$ cat src/drt_pkg.sv
// ----------------------------------------------------------------------------
// Difficulty retarget package
// Shared constants, register indexes and beat types of the retarget core.
// ----------------------------------------------------------------------------
`default_nettype none

package drt_pkg;

   localparam int WORD_BITS = 256;
   localparam int LIMB_BITS = 32;
   localparam int LIMBS = WORD_BITS / LIMB_BITS;
   localparam int INTERVAL_BITS = 24;
   localparam int SPAN_BITS = 25;
   localparam int DIV_STEPS_DEFAULT = 8;

   // Damping and clamp constants.
   localparam logic [6:0] LOW_PERCENT = 7'd84;
   localparam logic [7:0] HIGH_PERCENT = 8'd132;
   localparam logic [1:0] OLD_WEIGHT = 2'd3;
   // Reciprocal of one hundred, exact for every product below 2^32.
   localparam logic [31:0] RECIP_HUNDRED = 32'd2748779070;
   localparam int RECIP_SHIFT = 38;

   // Register indexes.
   localparam logic [2:0] CSR_INTERVAL = 3'd0;
   localparam logic [2:0] CSR_LIMIT3 = 3'd1;
   localparam logic [2:0] CSR_LIMIT2 = 3'd2;
   localparam logic [2:0] CSR_LIMIT1 = 3'd3;
   localparam logic [2:0] CSR_LIMIT0 = 3'd4;

   localparam logic [23:0] INTERVAL_RESET = 24'd15000;
   localparam logic [63:0] LIMIT3_RESET = 64'h00ff_ffff_ffff_ffff;
   localparam logic [63:0] LIMIT_LOW_RESET = 64'hffff_ffff_ffff_ffff;

   typedef struct packed {
      logic [WORD_BITS-1:0] word;
      logic [INTERVAL_BITS-1:0] rem;
      logic [SPAN_BITS-1:0] span;
   } div_beat_type;

   typedef struct packed {
      logic [WORD_BITS-1:0] word;
      logic [SPAN_BITS-1:0] carry;
      logic [SPAN_BITS-1:0] span;
   } mul_beat_type;

endpackage

`default_nettype wire

$ cat src/drt_mul_cell.sv
// ----------------------------------------------------------------------------
// Multiplier cell
// Multiplies one 32-bit limb by the span and passes the carry to the next.
// ----------------------------------------------------------------------------
`default_nettype none

module drt_mul_cell #(
   parameter int LIMB = 0
) (
   input  wire logic                  clock,
   input  wire logic                  reset,
   input  wire logic                  in_valid,
   output logic                       in_ready,
   input  wire drt_pkg::mul_beat_type in_data,
   output logic                       out_valid,
   input  wire logic                  out_ready,
   output drt_pkg::mul_beat_type      out_data
);
   import drt_pkg::*;

   logic valid_ff;
   mul_beat_type data_ff, data_in;
   logic [LIMB_BITS+SPAN_BITS-1:0] product;

   always_comb begin
      product = in_data.word[LIMB*LIMB_BITS +: LIMB_BITS] * in_data.span
              + {{LIMB_BITS{1'b0}}, in_data.carry};
      data_in = in_data;
      data_in.word[LIMB*LIMB_BITS +: LIMB_BITS] = product[LIMB_BITS-1:0];
      data_in.carry = product[LIMB_BITS +: SPAN_BITS];
   end

   assign in_ready = !valid_ff || out_ready;

   always_ff @(posedge clock) begin
      if (reset) begin
         valid_ff <= 1'b0;
      end else if (in_ready) begin
         valid_ff <= in_valid;
      end
   end

   always_ff @(posedge clock) begin
      if (in_ready && in_valid) begin
         data_ff <= data_in;
      end
   end

   assign out_valid = valid_ff;
   assign out_data = data_ff;

endmodule

`default_nettype wire

$ cat config.mk
export PLATFORM = sky130hd
export DESIGN_NAME = drt_mul_cell
export DESIGN_NICKNAME = d
export VERILOG_FILES = /design/src/drt_pkg.sv /design/src/drt_mul_cell.sv
export SDC_FILE = /design/constraint.sdc
export NUM_CORES = 2
export LEC_CHECK = 0
export BUFFER_PORTS_ARGS = -buffer_cell sky130_fd_sc_hd__buf_4
export CAP_MARGIN = 20
export CORE_MARGIN = 2
export CORE_UTILIZATION = 53
export CTS_BUF_LIST = sky130_fd_sc_hd__clkbuf_16
export CTS_CLUSTER_DIAMETER = 80
export CTS_CLUSTER_SIZE = 40
export DETAILED_ROUTE_END_ITERATION = 10
export GPL_TIMING_DRIVEN = 1
export MAX_ROUTING_LAYER = met4
export PLACE_DENSITY = 0.79
export SYNTH_ARGS = -nofsm -noshare
export SYNTH_HDL_FRONTEND = slang
export SYNTH_SLANG_ARGS = --single-unit
$ cat constraint.sdc
create_clock -name clock -period 9.5 [get_ports clock]
set_input_delay 2.375 -clock clock [delete_from_list [all_inputs] [get_ports clock]]
set_output_delay 2.375 -clock clock [all_outputs]
set_load 0.1 [all_outputs]
==> out/metrics.yaml <==
place:
  io_buffer_count: 617
  place_ws_ns: -0.120
  dp_hpwl_mm: 86.9
  gp_congestion: 0.983
  placed_cell_area_mm2: 0.0412
clock_network:
  numCtsBuffers: 21
  cts_max_path_buffers: 3
  cts.clk_slew.worst_paths_ns: 0.11
  clk_latency_ns: 0.60
  cts_hold_buf: 0
  cts_setup_buffers: 0
  root_buffer: "clkbuf_16"
  h-tree-depth: 1
  cts_resized: 0
  cts_sinks: 307
  cts_tree: "done"
die:
  fp.dieH_um: 264
  num_rows: 95
  fp.dieW_um: 264
  core_area_mm2: 0.0670
  dieArea_mm2: 0.0697
  initial_core_util_pct: 53.5
  io_pins: 618
worst_setup_path:
  r2r_start: "out_valid$_SDFFE_PP0N_"
  cp.required_ns: 9.83
  worstSetupEndpointType: "flop"
  worstPathArrival_ns: 9.51
  crit_fanout: 33
  crit_type: "in2reg"
  r2r_slack_ns: 6.89
  timing.rr.end: "out_data[206]$_DFFE_PP_"
  worstSetupStartpointType: "input pin"
  r2r_cells: 4
grt:
  grt_pass1_vias: 28022
  grt_pass1_wl_mm: 166
  grt_max_degree: 136
  grt_usage_pct: 33.0
  antenna_found_initial: 3
  overflow: 0
synthesis:
  syn_area_per_cell_um2: 10.8
  synth-edff-count: 306
  synthArstFlopShare_pct: 0
  synth_cells: 3314
  yosysSeqAreaShare_pct: 25.7
  synth_area_leaders: "fa_1, edfxtp_1, inv_1"
  synthFlopType: "edfxtp_1"
  synth_cell_types: 57
  synth_top_area_share_pct: 39.8
  yosysWarnings: 0
  syn-num-nets: 4539
  syn-cell-area_mm2: 0.0358
  ys_top_cells_by_count: "inv_1, fa_1, nand2_1, and2_1, edfxtp_1"
  synth_top_cell_by_area: "fa_1"
  ys_seq_elements: 307
  synthMostInstantiatedCell: "inv_1"
sta:
  grt_setup_unrepaired: "false"
  slew_viol_final: 0
  tightest_slew_ns: 0.863
  clock.fmax_mhz: 109
  slew_headroom_pct: 42.0
  setup_viol: 0
  hold_viol_final: 0
  finalCriticalPeriod_ns: 9.18
  setup_ws_ns: 0.320
  whs_ns: 0.840
  skew_ns: 0.0408
  period_share_pct: 96.6
detailed_routing:
  drc: 0
  first_iter_violations: 2160
  routed_wl_mm: 109
  viasPerCell: 5.52
  final_antenna_net_count: 0
  vias: 26051
  routedWlPerCell_um: 23.2
  drtPass1Iterations: 7
min_path:
  hold_end: "out_valid$_SDFFE_PP0N_"
  hp-start: "out_valid$_SDFFE_PP0N_"
  holdPathStages: 2
  hold_path_class: "reg2reg"
job:
  maxCapViolCount: 0
cells_and_area:
  stdcell_area_mm2: 0.0421
  final_net_count: 5056
  area_growth_pct: 17.6
  drive_above_1_share_pct: 18.4
outcome:
  status: "finished clean"
[cell families after synthesis]
kind of cell             after synthesis  share of synthesized area [%]
multiplexers                           1                         0.0279
adder cells (fa/ha/maj)              915                           46.9
XOR/XNOR                              53                           1.30
AND/OR/NAND/NOR                      961                           13.4
AO/OA/AOI/OAI                        183                           3.26
flip-flops                           307                           25.7
buffers and inverters                894                           9.41
[state kept, by name, indices dropped and copies added (netlist names)]
signal / cells
out_valid: 1
out_data: 306
[how the worst max path moves through the flow]
| stage | from | endpoint | slack, ns | cells after the start |
|---|---|---|---|---|
| after global placement | in_data[10] | out_data[42]$_DFFE_PP_ | -0.16 | 22 |
| after floorplan | in_data[69] | out_data[49]$_DFFE_PP_ | 0.92 | 25 |
| after global routing | in_data[10] | out_data[42]$_DFFE_PP_ | 0.12 | 22 |
| final | in_data[10] | out_data[42]$_DFFE_PP_ | 0.32 | 22 |
| after detailed placement | in_data[10] | out_data[42]$_DFFE_PP_ | -0.12 | 22 |
| after CTS | in_data[10] | out_data[42]$_DFFE_PP_ | 0.50 | 22 |
[layout by cell type (no fill, tap or decap), types with 31 or more instances in the layout]
| master | netlist | routed |
|---|---|---|
| edfxtp_1 | 306 | 306 |
| a21oi_1 | 68 | 68 |
| nand2_1 | 438 | 438 |
| ha_1 | 203 | 203 |
| buf_4 | 1 | 649 |
| inv_1 | 737 | 737 |
| and2_1 | 419 | 418 |
| fa_1 | 712 | 712 |
| xnor2_1 | 31 | 31 |
| nor2_1 | 37 | 37 |
[layout make-up]
class,count,area [um^2]
diodes,2,5.00
clock buffers,21,526
clock inverters,17,365
fillers,5318,24900
inverters,737,2770
multi-input cells,2113,23300
flip-flops and latches,307,9210
well taps,873,1090
repair buffers,651,4920
[through the flow]
stage | setup TNS [ns] | utilization (%) | cells
global route | 0 | 62.9 | 4720
detailed placement | -0.120 | 61.5 | 4680
floorplan | 0 | - | 3314
global placement | -0.161 | 61.5 | 4680
CTS | 0 | 62.8 | 4718
finish | 0 | 62.9 | 4721
[critical path, cell delays in order]
cell,delay (ns)
buf_4,0.38
nand2_1,0.15
fa_1,0.53
fa_1,0.56
inv_1,0.06
fa_1,0.49
fa_1,0.59
fa_1,0.47
fa_1,0.50
inv_1,0.05
fa_1,0.48
inv_1,0.06
ha_1,0.41
nand2_1,0.15
nor2_1,0.37
nand3_1,0.18
nor3_1,0.46
o211ai_1,0.34
nand2_1,0.17
nor3_1,0.12
o41ai_1,0.43
xnor2_1,0.10
[per-layer routing]
metal	track usage (%)	share of wire (%)	vias to the layer above
li1	-	-	10954
met1	39.4	36	13358
met5	-	0	-
met4	21.8	8.4	0
met2	51.9	48	1363
met3	5.74	8.1	376
Power is left out: the tool's default activity adds up to more than one toggle a clock period on the data nets, which glitch-free logic cannot reach.
