<file path="config.mk">
export PLATFORM = sky130hd
export DESIGN_NAME = drt_div_cell
export DESIGN_NICKNAME = d
export VERILOG_FILES = /design/src/drt_pkg.sv /design/src/drt_div_cell.sv
export SDC_FILE = /design/constraint.sdc
export NUM_CORES = 1
export LEC_CHECK = 0
export BUFFER_PORTS_ARGS = -buffer_cell sky130_fd_sc_hd__buf_2
export CORE_AREA = 2 2 247 249
export DETAILED_ROUTE_END_ITERATION = 16
export DIE_AREA = 0 0 249 251
export PLACE_DENSITY = 0.67
export SLEW_MARGIN = 20
export SYNTH_ARGS = -nofsm -noshare
export SYNTH_HDL_FRONTEND = slang
export SYNTH_SLANG_ARGS = --single-unit
</file>
<file path="constraint.sdc">
create_clock -name clock -period 33.6 [get_ports clock]
set_clock_uncertainty 0.15 [all_clocks]
set_input_delay 1.68 -clock clock [delete_from_list [all_inputs] [get_ports clock]]
set_output_delay 1.68 -clock clock [all_outputs]
set_load 0.05 [all_outputs]
</file>
<file path="src/drt_pkg.sv">
// ----------------------------------------------------------------------------
// Difficulty retarget package
// Shared constants, register indexes and beat types of the retarget core.
// ----------------------------------------------------------------------------
`default_nettype none

package drt_pkg;

   localparam int WORD_BITS = 256;
   localparam int LIMB_BITS = 32;
   localparam int LIMBS = WORD_BITS / LIMB_BITS;
   localparam int INTERVAL_BITS = 24;
   localparam int SPAN_BITS = 25;
   localparam int DIV_STEPS_DEFAULT = 8;

   // Damping and clamp constants.
   localparam logic [6:0] LOW_PERCENT = 7'd84;
   localparam logic [7:0] HIGH_PERCENT = 8'd132;
   localparam logic [1:0] OLD_WEIGHT = 2'd3;
   // Reciprocal of one hundred, exact for every product below 2^32.
   localparam logic [31:0] RECIP_HUNDRED = 32'd2748779070;
   localparam int RECIP_SHIFT = 38;

   // Register indexes.
   localparam logic [2:0] CSR_INTERVAL = 3'd0;
   localparam logic [2:0] CSR_LIMIT3 = 3'd1;
   localparam logic [2:0] CSR_LIMIT2 = 3'd2;
   localparam logic [2:0] CSR_LIMIT1 = 3'd3;
   localparam logic [2:0] CSR_LIMIT0 = 3'd4;

   localparam logic [23:0] INTERVAL_RESET = 24'd15000;
   localparam logic [63:0] LIMIT3_RESET = 64'h00ff_ffff_ffff_ffff;
   localparam logic [63:0] LIMIT_LOW_RESET = 64'hffff_ffff_ffff_ffff;

   typedef struct packed {
      logic [WORD_BITS-1:0] word;
      logic [INTERVAL_BITS-1:0] rem;
      logic [SPAN_BITS-1:0] span;
   } div_beat_type;

   typedef struct packed {
      logic [WORD_BITS-1:0] word;
      logic [SPAN_BITS-1:0] carry;
      logic [SPAN_BITS-1:0] span;
   } mul_beat_type;

endpackage

`default_nettype wire

</file>
<file path="src/drt_div_cell.sv">
// ----------------------------------------------------------------------------
// Divider cell
// Takes STEPS restoring division steps on each beat it takes in and hands it on.
// ----------------------------------------------------------------------------
`default_nettype none

module drt_div_cell #(
   parameter int STEPS = drt_pkg::DIV_STEPS_DEFAULT
) (
   input  wire logic                               clock,
   input  wire logic                               reset,
   input  wire logic [drt_pkg::INTERVAL_BITS-1:0]  divisor,
   input  wire logic                               in_valid,
   output logic                                    in_ready,
   input  wire drt_pkg::div_beat_type              in_data,
   output logic                                    out_valid,
   input  wire logic                               out_ready,
   output drt_pkg::div_beat_type                   out_data
);
   import drt_pkg::*;

   logic valid_ff;
   div_beat_type data_ff, data_in;

   // The dividend leaves the word at the top while quotient bits enter at
   // the bottom, so the word holds the quotient after the last cell.
   always_comb begin
      logic [INTERVAL_BITS:0] trial;
      logic [WORD_BITS-1:0] w;
      logic [INTERVAL_BITS-1:0] r;
      w = in_data.word;
      r = in_data.rem;
      trial = '0;
      for (int k = 0; k < STEPS; k++) begin
         trial = {r, w[WORD_BITS-1]};
         w = {w[WORD_BITS-2:0], 1'b0};
         if (trial >= {1'b0, divisor}) begin
            trial = trial - {1'b0, divisor};
            w[0] = 1'b1;
         end
         r = trial[INTERVAL_BITS-1:0];
      end
      data_in.word = w;
      data_in.rem = r;
      data_in.span = in_data.span;
   end

   assign in_ready = !valid_ff || out_ready;

   always_ff @(posedge clock) begin
      if (reset) begin
         valid_ff <= 1'b0;
      end else if (in_ready) begin
         valid_ff <= in_valid;
      end
   end

   always_ff @(posedge clock) begin
      if (in_ready && in_valid) begin
         data_ff <= data_in;
      end
   end

   assign out_valid = valid_ff;
   assign out_data = data_ff;

endmodule

`default_nettype wire

</file>
==> run summary <==
The starting utilization of the core area is 0.3436. The wire length per cell after detailed routing is 25.08 um. The cell family contributing the most delay on the critical path is compound AO/OA/AOI/OAI gates.

The TritonCTS sink count came out at 306. The number of flops mapped to enable cells by yosys came out at 305. The worst hold path terminates at out_valid. The critical setup path kind is in2reg. In this run the tool buffered the top-level ports with 639 buffer cells. Counting flops and latches in the post-synthesis netlist gives 306. The worst register-to-register path ends at out_data[124].

Global routing finished with a remaining overflow of 0. The compound-cell area share of the yosys netlist is 0.1507. The cell with the largest stage delay on the worst path is a211oi_4.

The number of antenna violations at the first check in global routing came out at 32. The area added between synthesis and finish came out at 25.71%. The floorplan row count came out at 90. In this run the clock root is driven by a clkbuf_16. For the worst setup path, the data arrival time is 29.10 ns.

The sequential area share after synthesis is 0.4468. The min-delay analysis places its worst path in the category reg2reg. Of the post-synthesis cell area, the part taken by muxes is 0.08977.

The share of synthesized area in the top cell type comes to 0.4458. The worst register-to-register path has a depth of 4. The number of nets in the layout came out at 3011. The height of the die is 251 um.

The top-level port count is 640. After synthesis, the largest family of logic cells by area is compound AO/OA/AOI/OAI gates. Along the worst path, the maximum fanout reaches 27.

The arithmetic-cell share of the synthesized area counting full adders, half adders and majority gates came out at 0.1247. For this run, the leading register cell type out of synthesis is edfxtp_1. The first routing iteration left 1345 violations. The final count of hold timing violations came out at 0. The count of different cell masters after synthesis is 85. The number of fill cells in the layout came out at 5713. Setup repair after global routing left no endpoint under its margin.

The worst setup path is launched from an input pin. The fraction of final layout cells sized beyond drive strength 1 came out at 0.3468. The setup slack on the worst flop-to-flop path is 29.76 ns. The parity-gate share of the synthesized area counting xor and xnor cells is 0.06608. The global-route total usage across every layer came out at 0.2523. Yosys printed 0 warnings. The capturing element type of the critical path is a register. The startpoint identified for the worst register-to-register timing path is out_valid. The routed via count divided by cell count came out at 5.343. Dividing the final minimum period by the clock period gives 0.8621. The post-DP HPWL is 68670 um. For the worst-skew pair, the clock arrives at the later sink with an insertion delay of 0.53 ns. For this run, the detailed router's first-pass iteration total came to 5. The hold path depth is 2. The wire length of the first global-routing pass came out at 115800 um.

The worst-case headroom to the max-slew limit came out at 0.2732. The floorplan step defined a die boundary enclosing 62500 sq um. The maximum buffer depth of the clock tree came out at 3. The number of standard cells after synthesis came out at 1815. Yosys attributes the largest share of cell area to edfxtp_1 45%, ha_1 12%, mux2_2 6.7%.

The worst hold path begins at out_valid. Counting stages on the worst path, the most repeated cell is o21ai_0. Of the total synthesized cell area, the portion taken by AND, OR, NAND and NOR gates is 0.09714.

The post-synthesis async set-or-reset flop share came out at 0. The library cell occupying the most area in the post-synthesis netlist is edfxtp_1. The clock transition time at the flip-flop clock pins of the worst setup and hold paths came out at 0.06 ns. The count of hold-fix buffers inserted at cts came out at 0. The highest achievable clock rate is 0.03452 GHz. The count of cells resized by post-cts repair is 0. The width of the chip is 249 um. The detail route stage leaves a number of antenna-violating nets equal to 0. The sum of routed wire length over all layers came out at 82650 um. The total number of vias is 17606. The floorplan core area came out at 59790 sq um.

The final-report setup violation count came out at 0. The pin count of the biggest net entering global routing came out at 93. The number of CTS-inserted buffers is 36. The delay of the slowest critical-path stage is 0.80 ns.

The average cell area after synthesis is 11.32 sq um. For this run, design rule violations remaining after detail routing come to 0. The minimum clock period after layout is 28.97 ns. Counting every net in the synthesized netlist gives 2348. The cell area after synthesis is 20540 sq um. The post-CTS setup buffer count came out at 0. CTS built an H-tree with a depth of 2. The via count of the first global-routing pass came out at 17219.

The routability congestion estimate from global placement came out at 0.9723. The actual transition at the worst max-transition pin came out at 1.090 ns. The setup TNS after final layout is 0 ns. The commonest cells after synthesis are 305 x edfxtp_1, 192 x ha_1, 157 x a21oi_1. Max-cap violations in this run came to 0. By instance count, the leading cell after synthesis is edfxtp_1. The flow ran to the end, and the final reports show no timing, DRC or antenna violations. The total buffers and inverters traversed by the critical path is 9. The critical path required time came out at 33.73 ns. The max-slew violation count is 0. The TritonCTS clock tree is yes.
-- registers in the layout (all words and copies together), names as in the netlist --
name	cells
out_data	305
out_valid	1
-- placed cells by master, fill, tap and decap left out, types with 54 or more instances in the layout --
master,instances
buf_2,639
ha_1,192
nand2_1,89
mux2_2,122
a21oi_1,157
a21o_1,54
o21ai_0,94
edfxtp_1,305
xnor2_1,107
inv_1,97
nor2_1,89
-- worst max path at each step --
stage,from,endpoint,slack (ns),cells after the start
4_1_cts,divisor[15],out_data[47],5.11,103
6_report,divisor[15],out_data[47],4.63,103
3_3_place_gp,divisor[15],out_data[47],5.52,103
3_5_place_dp,divisor[15],out_data[47],4.67,103
5_1_grt,divisor[1],out_data[47],2.31,103
2_1_floorplan,divisor[1],out_data[47],9.42,107
-- routing by layer --
metal,vias to the layer above,routed length (um),GRT usage
met5,-,127,0
met4,18,1495,0.05541
met3,131,10150,0.1206
met2,730,37980,0.4046
met1,8470,32900,0.3074
li1,8257,-,-
-- cell type report --
type                    count  area, sq um  area share
inverters                 101        379.1     0.01468
flip-flops and latches    306         9179      0.3554
well taps                 782        978.4     0.03788
multi-input cells        1387        10860      0.4204
repair buffers            646         3254      0.1260
clock buffers              40        915.9     0.03546
diodes                      7        17.52   0.0006782
clock inverters            26        245.2    0.009495
-- logic make-up (layout without fill, tap and decap cells) --
group                    count (synthesis)  in the layout
AO/OA/AOI/OAI                          477            477
XOR/XNOR                               155            155
adder cells (fa/ha/maj)                200            200
buffers and inverters                  122            813
flip-flops                             306            306
multiplexers                           163            163
other                                    0              7
AND/OR/NAND/NOR                        392            392
-- tightest hold or removal path, stage by stage, from the launching register on --
cell and delay, ns:
dfxtp_1 0.31, nand2b_1 0.39, a21oi_1 0.14
-- per-stage QoR --
step / hold WS [ns] / utilization / setup WS [ns] / cell area, sq um / cells
floorplan: 0.9638 / - / 9.418 / 20540 / 1815
global placement: 0.6671 / 0.4122 / 5.520 / 24640 / 3222
detailed placement: 0.7007 / 0.4122 / 4.675 / 24640 / 3222
CTS: 0.7103 / 0.4316 / 5.112 / 25810 / 3288
global route: 0.7411 / 0.4318 / 2.307 / 25820 / 3292
finish: 0.7362 / 0.4319 / 4.634 / 25830 / 3295
Power is not shown: default switching activity piles up to over one toggle a cycle in this logic, so the estimate is an artifact.
