File: config.mk
export PLATFORM = sky130hd
export DESIGN_NAME = drt_encode
export DESIGN_NICKNAME = d
export VERILOG_FILES = /design/src/drt_pkg.sv /design/src/drt_encode.sv
export SDC_FILE = /design/constraint.sdc
export NUM_CORES = 2
export LEC_CHECK = 0
export BUFFER_PORTS_ARGS = -buffer_cell sky130_fd_sc_hd__buf_2
export CAP_MARGIN = 20
export CELL_PAD_IN_SITES_DETAIL_PLACEMENT = 1
export CELL_PAD_IN_SITES_GLOBAL_PLACEMENT = 2
export CORE_AREA = 3 3 338 340
export DETAILED_ROUTE_END_ITERATION = 7
export DIE_AREA = 0 0 341 343
export PLACE_DENSITY_LB_ADDON = 0.3
export SLEW_MARGIN = 40
export SYNTH_ARGS = -nofsm -noshare
export SYNTH_HDL_FRONTEND = slang
export SYNTH_SLANG_ARGS = --single-unit
File: constraint.sdc
create_clock -name clock -period 29.9 [get_ports clock]
set_input_delay 1.495 -clock clock [delete_from_list [all_inputs] [get_ports clock]]
set_output_delay 1.495 -clock clock [all_outputs]
set_load 0.03 [all_outputs]
File: src/drt_pkg.sv
// ----------------------------------------------------------------------------
// Difficulty retarget package
// Shared constants, register indexes and beat types of the retarget core.
// ----------------------------------------------------------------------------
`default_nettype none

package drt_pkg;

   localparam int WORD_BITS = 256;
   localparam int LIMB_BITS = 32;
   localparam int LIMBS = WORD_BITS / LIMB_BITS;
   localparam int INTERVAL_BITS = 24;
   localparam int SPAN_BITS = 25;
   localparam int DIV_STEPS_DEFAULT = 8;

   // Damping and clamp constants.
   localparam logic [6:0] LOW_PERCENT = 7'd84;
   localparam logic [7:0] HIGH_PERCENT = 8'd132;
   localparam logic [1:0] OLD_WEIGHT = 2'd3;
   // Reciprocal of one hundred, exact for every product below 2^32.
   localparam logic [31:0] RECIP_HUNDRED = 32'd2748779070;
   localparam int RECIP_SHIFT = 38;

   // Register indexes.
   localparam logic [2:0] CSR_INTERVAL = 3'd0;
   localparam logic [2:0] CSR_LIMIT3 = 3'd1;
   localparam logic [2:0] CSR_LIMIT2 = 3'd2;
   localparam logic [2:0] CSR_LIMIT1 = 3'd3;
   localparam logic [2:0] CSR_LIMIT0 = 3'd4;

   localparam logic [23:0] INTERVAL_RESET = 24'd15000;
   localparam logic [63:0] LIMIT3_RESET = 64'h00ff_ffff_ffff_ffff;
   localparam logic [63:0] LIMIT_LOW_RESET = 64'hffff_ffff_ffff_ffff;

   typedef struct packed {
      logic [WORD_BITS-1:0] word;
      logic [INTERVAL_BITS-1:0] rem;
      logic [SPAN_BITS-1:0] span;
   } div_beat_type;

   typedef struct packed {
      logic [WORD_BITS-1:0] word;
      logic [SPAN_BITS-1:0] carry;
      logic [SPAN_BITS-1:0] span;
   } mul_beat_type;

endpackage

`default_nettype wire

File: src/drt_encode.sv
// ----------------------------------------------------------------------------
// Limit clamp and compact encoder
// Clamps the new target to the limit and packs it into compact form.
// ----------------------------------------------------------------------------
`default_nettype none

module drt_encode (
   input  wire logic                          clock,
   input  wire logic                          reset,
   input  wire logic [drt_pkg::WORD_BITS-1:0] limit,
   input  wire logic                          in_valid,
   output logic                               in_ready,
   input  wire logic [drt_pkg::WORD_BITS-1:0] in_word,
   output logic                               out_valid,
   input  wire logic                          out_ready,
   output logic [31:0]                        out_compact
);
   import drt_pkg::*;

   logic c_valid_ff, l_valid_ff, s_valid_ff, o_valid_ff;
   logic c_ready, l_ready, s_ready, o_ready;
   logic [WORD_BITS-1:0] c_word_ff, l_word_ff, s_word_ff;
   logic [LIMBS-1:0] l_nz_ff, l_nz_in;
   logic [LIMBS-1:0][4:0] l_pos_ff, l_pos_in;
   logic [5:0] s_size_ff, s_size_in;
   logic [31:0] o_compact_ff, o_compact_in;

   assign o_ready = !o_valid_ff || out_ready;
   assign s_ready = !s_valid_ff || o_ready;
   assign l_ready = !l_valid_ff || s_ready;
   assign c_ready = !c_valid_ff || l_ready;
   assign in_ready = c_ready;

   // Leading one of every limb.
   always_comb begin
      for (int i = 0; i < LIMBS; i++) begin
         l_nz_in[i] = |c_word_ff[i*LIMB_BITS +: LIMB_BITS];
         l_pos_in[i] = '0;
         for (int b = 0; b < LIMB_BITS; b++) begin
            if (c_word_ff[i*LIMB_BITS + b]) begin
               l_pos_in[i] = 5'(b);
            end
         end
      end
   end

   always_comb begin
      logic [8:0] bit_len;
      logic [9:0] rounded;
      bit_len = '0;
      for (int i = 0; i < LIMBS; i++) begin
         if (l_nz_ff[i]) begin
            bit_len = {3'(i), l_pos_ff[i]} + 9'd1;
         end
      end
      rounded = {1'b0, bit_len} + 10'd7;
      s_size_in = rounded[8:3];
   end

   always_comb begin
      logic [23:0] mant;
      logic [6:0] size;
      logic [1:0] lsh;
      logic [4:0] rsh;
      logic [WORD_BITS-1:0] shifted;
      size = {1'b0, s_size_ff};
      lsh = '0;
      rsh = '0;
      shifted = '0;
      if (s_size_ff <= 6'd3) begin
         lsh = 2'(6'd3 - s_size_ff);
         mant = s_word_ff[23:0] << {lsh, 3'b000};
      end else begin
         rsh = 5'(s_size_ff - 6'd3);
         shifted = s_word_ff >> {rsh, 3'b000};
         mant = shifted[23:0];
      end
      // A mantissa with its top bit set would read as negative.
      if (mant[23]) begin
         mant = {8'd0, mant[23:8]};
         size = size + 7'd1;
      end
      o_compact_in = {1'b0, size, 1'b0, mant[22:0]};
   end

   always_ff @(posedge clock) begin
      if (reset) begin
         c_valid_ff <= 1'b0;
         l_valid_ff <= 1'b0;
         s_valid_ff <= 1'b0;
         o_valid_ff <= 1'b0;
      end else begin
         if (c_ready) c_valid_ff <= in_valid;
         if (l_ready) l_valid_ff <= c_valid_ff;
         if (s_ready) s_valid_ff <= l_valid_ff;
         if (o_ready) o_valid_ff <= s_valid_ff;
      end
   end

   always_ff @(posedge clock) begin
      if (c_ready && in_valid) begin
         c_word_ff <= (in_word > limit) ? limit : in_word;
      end
      if (l_ready && c_valid_ff) begin
         l_word_ff <= c_word_ff;
         l_nz_ff <= l_nz_in;
         l_pos_ff <= l_pos_in;
      end
      if (s_ready && l_valid_ff) begin
         s_word_ff <= l_word_ff;
         s_size_ff <= s_size_in;
      end
      if (o_ready && s_valid_ff) begin
         o_compact_ff <= o_compact_in;
      end
   end

   assign out_valid = o_valid_ff;
   assign out_compact = o_compact_ff;

endmodule

`default_nettype wire

==> impl_metrics.py <==
metrics = {
    "routing": {
        "ant_nets": 0,
        "drt-total-wl_um": 142000,
        "wl_per_cell_um": 26.0,
        "drc": 0,
        "drtPass1Iterations": 5,
        "drtIter0Drc": 2740,
        "via_per_inst": 5.69,
        "num_vias": 30900,
    },
    "global_routing": {
        "overflow": 0,
        "antenna_found_initial": 10,
        "grt_use_total": 0.236,
        "grt_start_max_net_pins": 125,
        "grt_pass1_vias": 31500,
        "grt_pass1_wl_um": 206000,
    },
    "logic_synthesis": {
        "yosys_warnings": 0,
        "synthXorXnorAreaFrac": 0.00752,
        "synth_seq_area_share": 0.551,
        "synthAdderAreaFrac": 0.0714,
        "synth-seq-cells": 856,
        "synth-edff-count": 852,
        "yosysTopAreaCellShare": 0.549,
        "synth_top_family_by_area": "multiplexers",
        "yosys_most_used_dff": "edfxtp_1",
        "synth_most_common_cell": "edfxtp_1",
        "async_reset_ff_frac": 0,
        "synth-simple-area-share": 0.0672,
        "muxShareOfSynthArea": 0.180,
        "netlist_top_cells_area": "edfxtp_1 55%, mux4_2 7.7%, mux2_4 7.6%",
        "synth.cell_area_mm2": 0.0466,
        "synth.avg_cell_area_um2": 14.1,
        "yosysTopAreaCell": "edfxtp_1",
        "synthTopCellsByCount": "852 x edfxtp_1, 323 x inv_1, 266 x ha_1",
        "synth_compound_area_frac": 0.0775,
        "ys_types": 74,
        "synthCells": 3305,
    },
    "setup_path": {
        "crit_required_ns": 30.31,
        "reg2reg_depth": 10,
        "worstPathMaxFanout": 54,
        "rrSetupSlack_ns": 25.04,
        "r2r_start": "s_size_ff[0]$_DFFE_PP_",
        "crit_type": "in -> reg",
        "timing.rr.end": "out_compact[2]$_DFFE_PP_",
        "critPathLaunchType": "input pin",
        "cp_slowest_cell": "nor4_4",
        "critical-path-top-delay-family": "simple AND/OR/NAND/NOR gates",
        "worstPathArrival_ns": 7.51,
        "crit_buf_inv": 5,
        "crit_chain": "buf_2 -> inv_1 -> ha_1 -> nand4_1 -> nor4_1 -> nand3b_1 -> nor4_4 -> nand4_1 -> o32ai_1 -> nor4_1 -> nor2_4 -> buf_6 -> buf_6 -> buf_6 -> mux2_4",
        "worst_path_largest_cell_delay_ns": 0.65,
        "endpoint_kind": "flop",
        "path_common_cell": "buf_6",
    },
    "cts": {
        "h-tree-depth": 3,
        "cts_tree": "built",
        "path_clk_slew_ns": 0.06,
        "cts_buffers": 91,
        "cts.sinks": 856,
        "clockRootBuffer": "clkbuf_16",
        "postCtsHoldBufs": 0,
        "clockBufferDepth": 3,
        "clk-insertion-delay-late_ns": 0.67,
        "post-cts-setup-buffers": 0,
        "cts_resized": 0,
    },
    "sta": {
        "fin_tns_setup_ns": 0,
        "worst_pin_slew_ns": 0.867,
        "period_share": 0.237,
        "slew_violations": 0,
        "rsz0062_at_grt": "no",
        "holdWs_ns": 0.404,
        "setup_viol": 0,
        "finClkSkew_ns": 0.0231,
        "clock.fmax_mhz": 141,
        "min_period_ns": 7.09,
        "relSlewSlack": 0.416,
        "finalHoldViolations": 0,
    },
    "floorplan": {
        "initial_core_util": 0.416,
        "core_area_mm2": 0.112,
        "io-pin-count": 550,
        "die_w_um": 341,
        "row_count": 123,
        "dieArea_mm2": 0.117,
        "die_h_um": 343,
    },
    "placement": {
        "place_hpwl_um": 110000,
        "place.port_buffers": 547,
        "place_area_mm2": 0.0508,
        "gp_congestion": 0.897,
        "dp.cells": 5273,
    },
    "cells_and_area": {
        "area_growth_pct": 15.7,
        "post-route-util": 0.482,
        "drive_above_1_share": 0.298,
        "fin_nets": 4649,
        "design_area_mm2": 0.0539,
        "final_cells": 5441,
    },
    "hold_path": {
        "min_path_type": "reg -> reg",
        "whs_endpoint": "s_word_ff[149]$_DFFE_PP_",
        "min_path_cells": 0,
        "hp-start": "l_word_ff[149]$_DFFE_PP_",
    },
    "run_status": {
        "status": "finished clean",
    },
    "power": {
        "max-vdd-ir-drop_uv": 50.9,
        "leakage_nw": 21.2,
        "p_per_area_mw_per_mm2": 57.2,
    },
    "run": {
        "drv_cap": 0,
    },
}
-- cells in the final DEF (no fill, tap or decap), types with 15 or more instances in the layout --
| master | count |
|---|---|
| nand3_1 | 56 |
| a21oi_1 | 174 |
| xor2_1 | 19 |
| ha_1 | 265 |
| mux2_4 | 236 |
| nor2_1 | 156 |
| nor4_1 | 62 |
| nor2b_1 | 35 |
| edfxtp_1 | 852 |
| nand2_1 | 155 |
| buf_6 | 15 |
| a21o_1 | 24 |
| mux4_2 | 159 |
| clkbuf_16 | 92 |
| mux2i_1 | 68 |
| o31ai_1 | 26 |
| mux2_1 | 20 |
| xnor2_1 | 15 |
| mux2_2 | 32 |
| nor3_1 | 33 |
| nand4_1 | 61 |
| buf_4 | 17 |
| buf_2 | 548 |
| a211oi_1 | 64 |
| o21ai_0 | 98 |
| a31oi_1 | 17 |
| o21bai_1 | 43 |
| inv_1 | 323 |
| o211ai_1 | 15 |
-- metrics by stage --
stage | power, W | worst slack [ns]
after CTS | 0.00311 | 22.54
final | 0.00308 | 22.81
after global placement | 0.00194 | 20.76
after global routing | 0.00320 | 22.54
after detailed placement | 0.00195 | 21.82
after floorplan | 0.00180 | 8.19
-- layer usage --
metal,part of all wire,track usage
met5,0.00049,0
met2,0.48,0.386
met4,0.023,0.0597
met1,0.43,0.328
met3,0.071,0.0401
-- worst max-delay path by stage --
stage | startpoint | end | slack, ns | cells past startpoint
CTS | limit[235] | c_word_ff[192]$_DFFE_PP_ | 22.54 | 15
finish | limit[235] | c_word_ff[192]$_DFFE_PP_ | 22.81 | 15
floorplan | out_ready | s_size_ff[0]$_DFFE_PP_ | 8.19 | 2
detailed placement | limit[235] | c_word_ff[192]$_DFFE_PP_ | 21.82 | 15
global placement | limit[191] | c_word_ff[206]$_DFFE_PP_ | 20.76 | 15
global route | limit[235] | c_word_ff[187]$_DFFE_PP_ | 22.54 | 15
-- cell type report --
type                       instances  area [um2]
antenna                            3        7.51
clock buffer                     107        2380
clock inverter                    57         674
fill                           11400       58000
inverter                         324        1220
multi-input combinational       2010       19000
sequential                       856       25700
tap                             1500        1880
timing repair buffer             584        3130
-- registers in the layout, indices dropped and copies added, names as in the netlist, 6 cells and up --
signal and flops:
l_nz_ff 8, l_pos_ff 40, s_size_ff 6, out_compact 30
c_word_ff 256, s_word_ff 256, l_word_ff 256
-- cell families after synthesis --
kind of cell | count (synthesis)
buf+inv | 440
flops | 856
other cells | 1
fa+ha+maj | 266
xor+xnor | 40
simple gates | 627
compound gates | 560
mux | 515
-- worst reg2reg max path, cell delays in order (launching register included) --
cell	delay, ns
edfxtp_1	0.41
buf_4	0.60
and2_1	0.56
nor2_1	0.20
xor2_2	0.16
buf_4	0.45
mux4_2	0.63
a211oi_1	0.41
or2_2	0.62
o21ai_0	0.32
o21a_1	0.22
-- power breakdown --
part,switching (W),leakage (nW),internal (W)
sequential,0.0000654,7.95,0.00140
clock,0.000488,1.48,0.000671
combinational,0.000243,11.8,0.000212
Note: power is estimated with default switching activity, not from simulation.
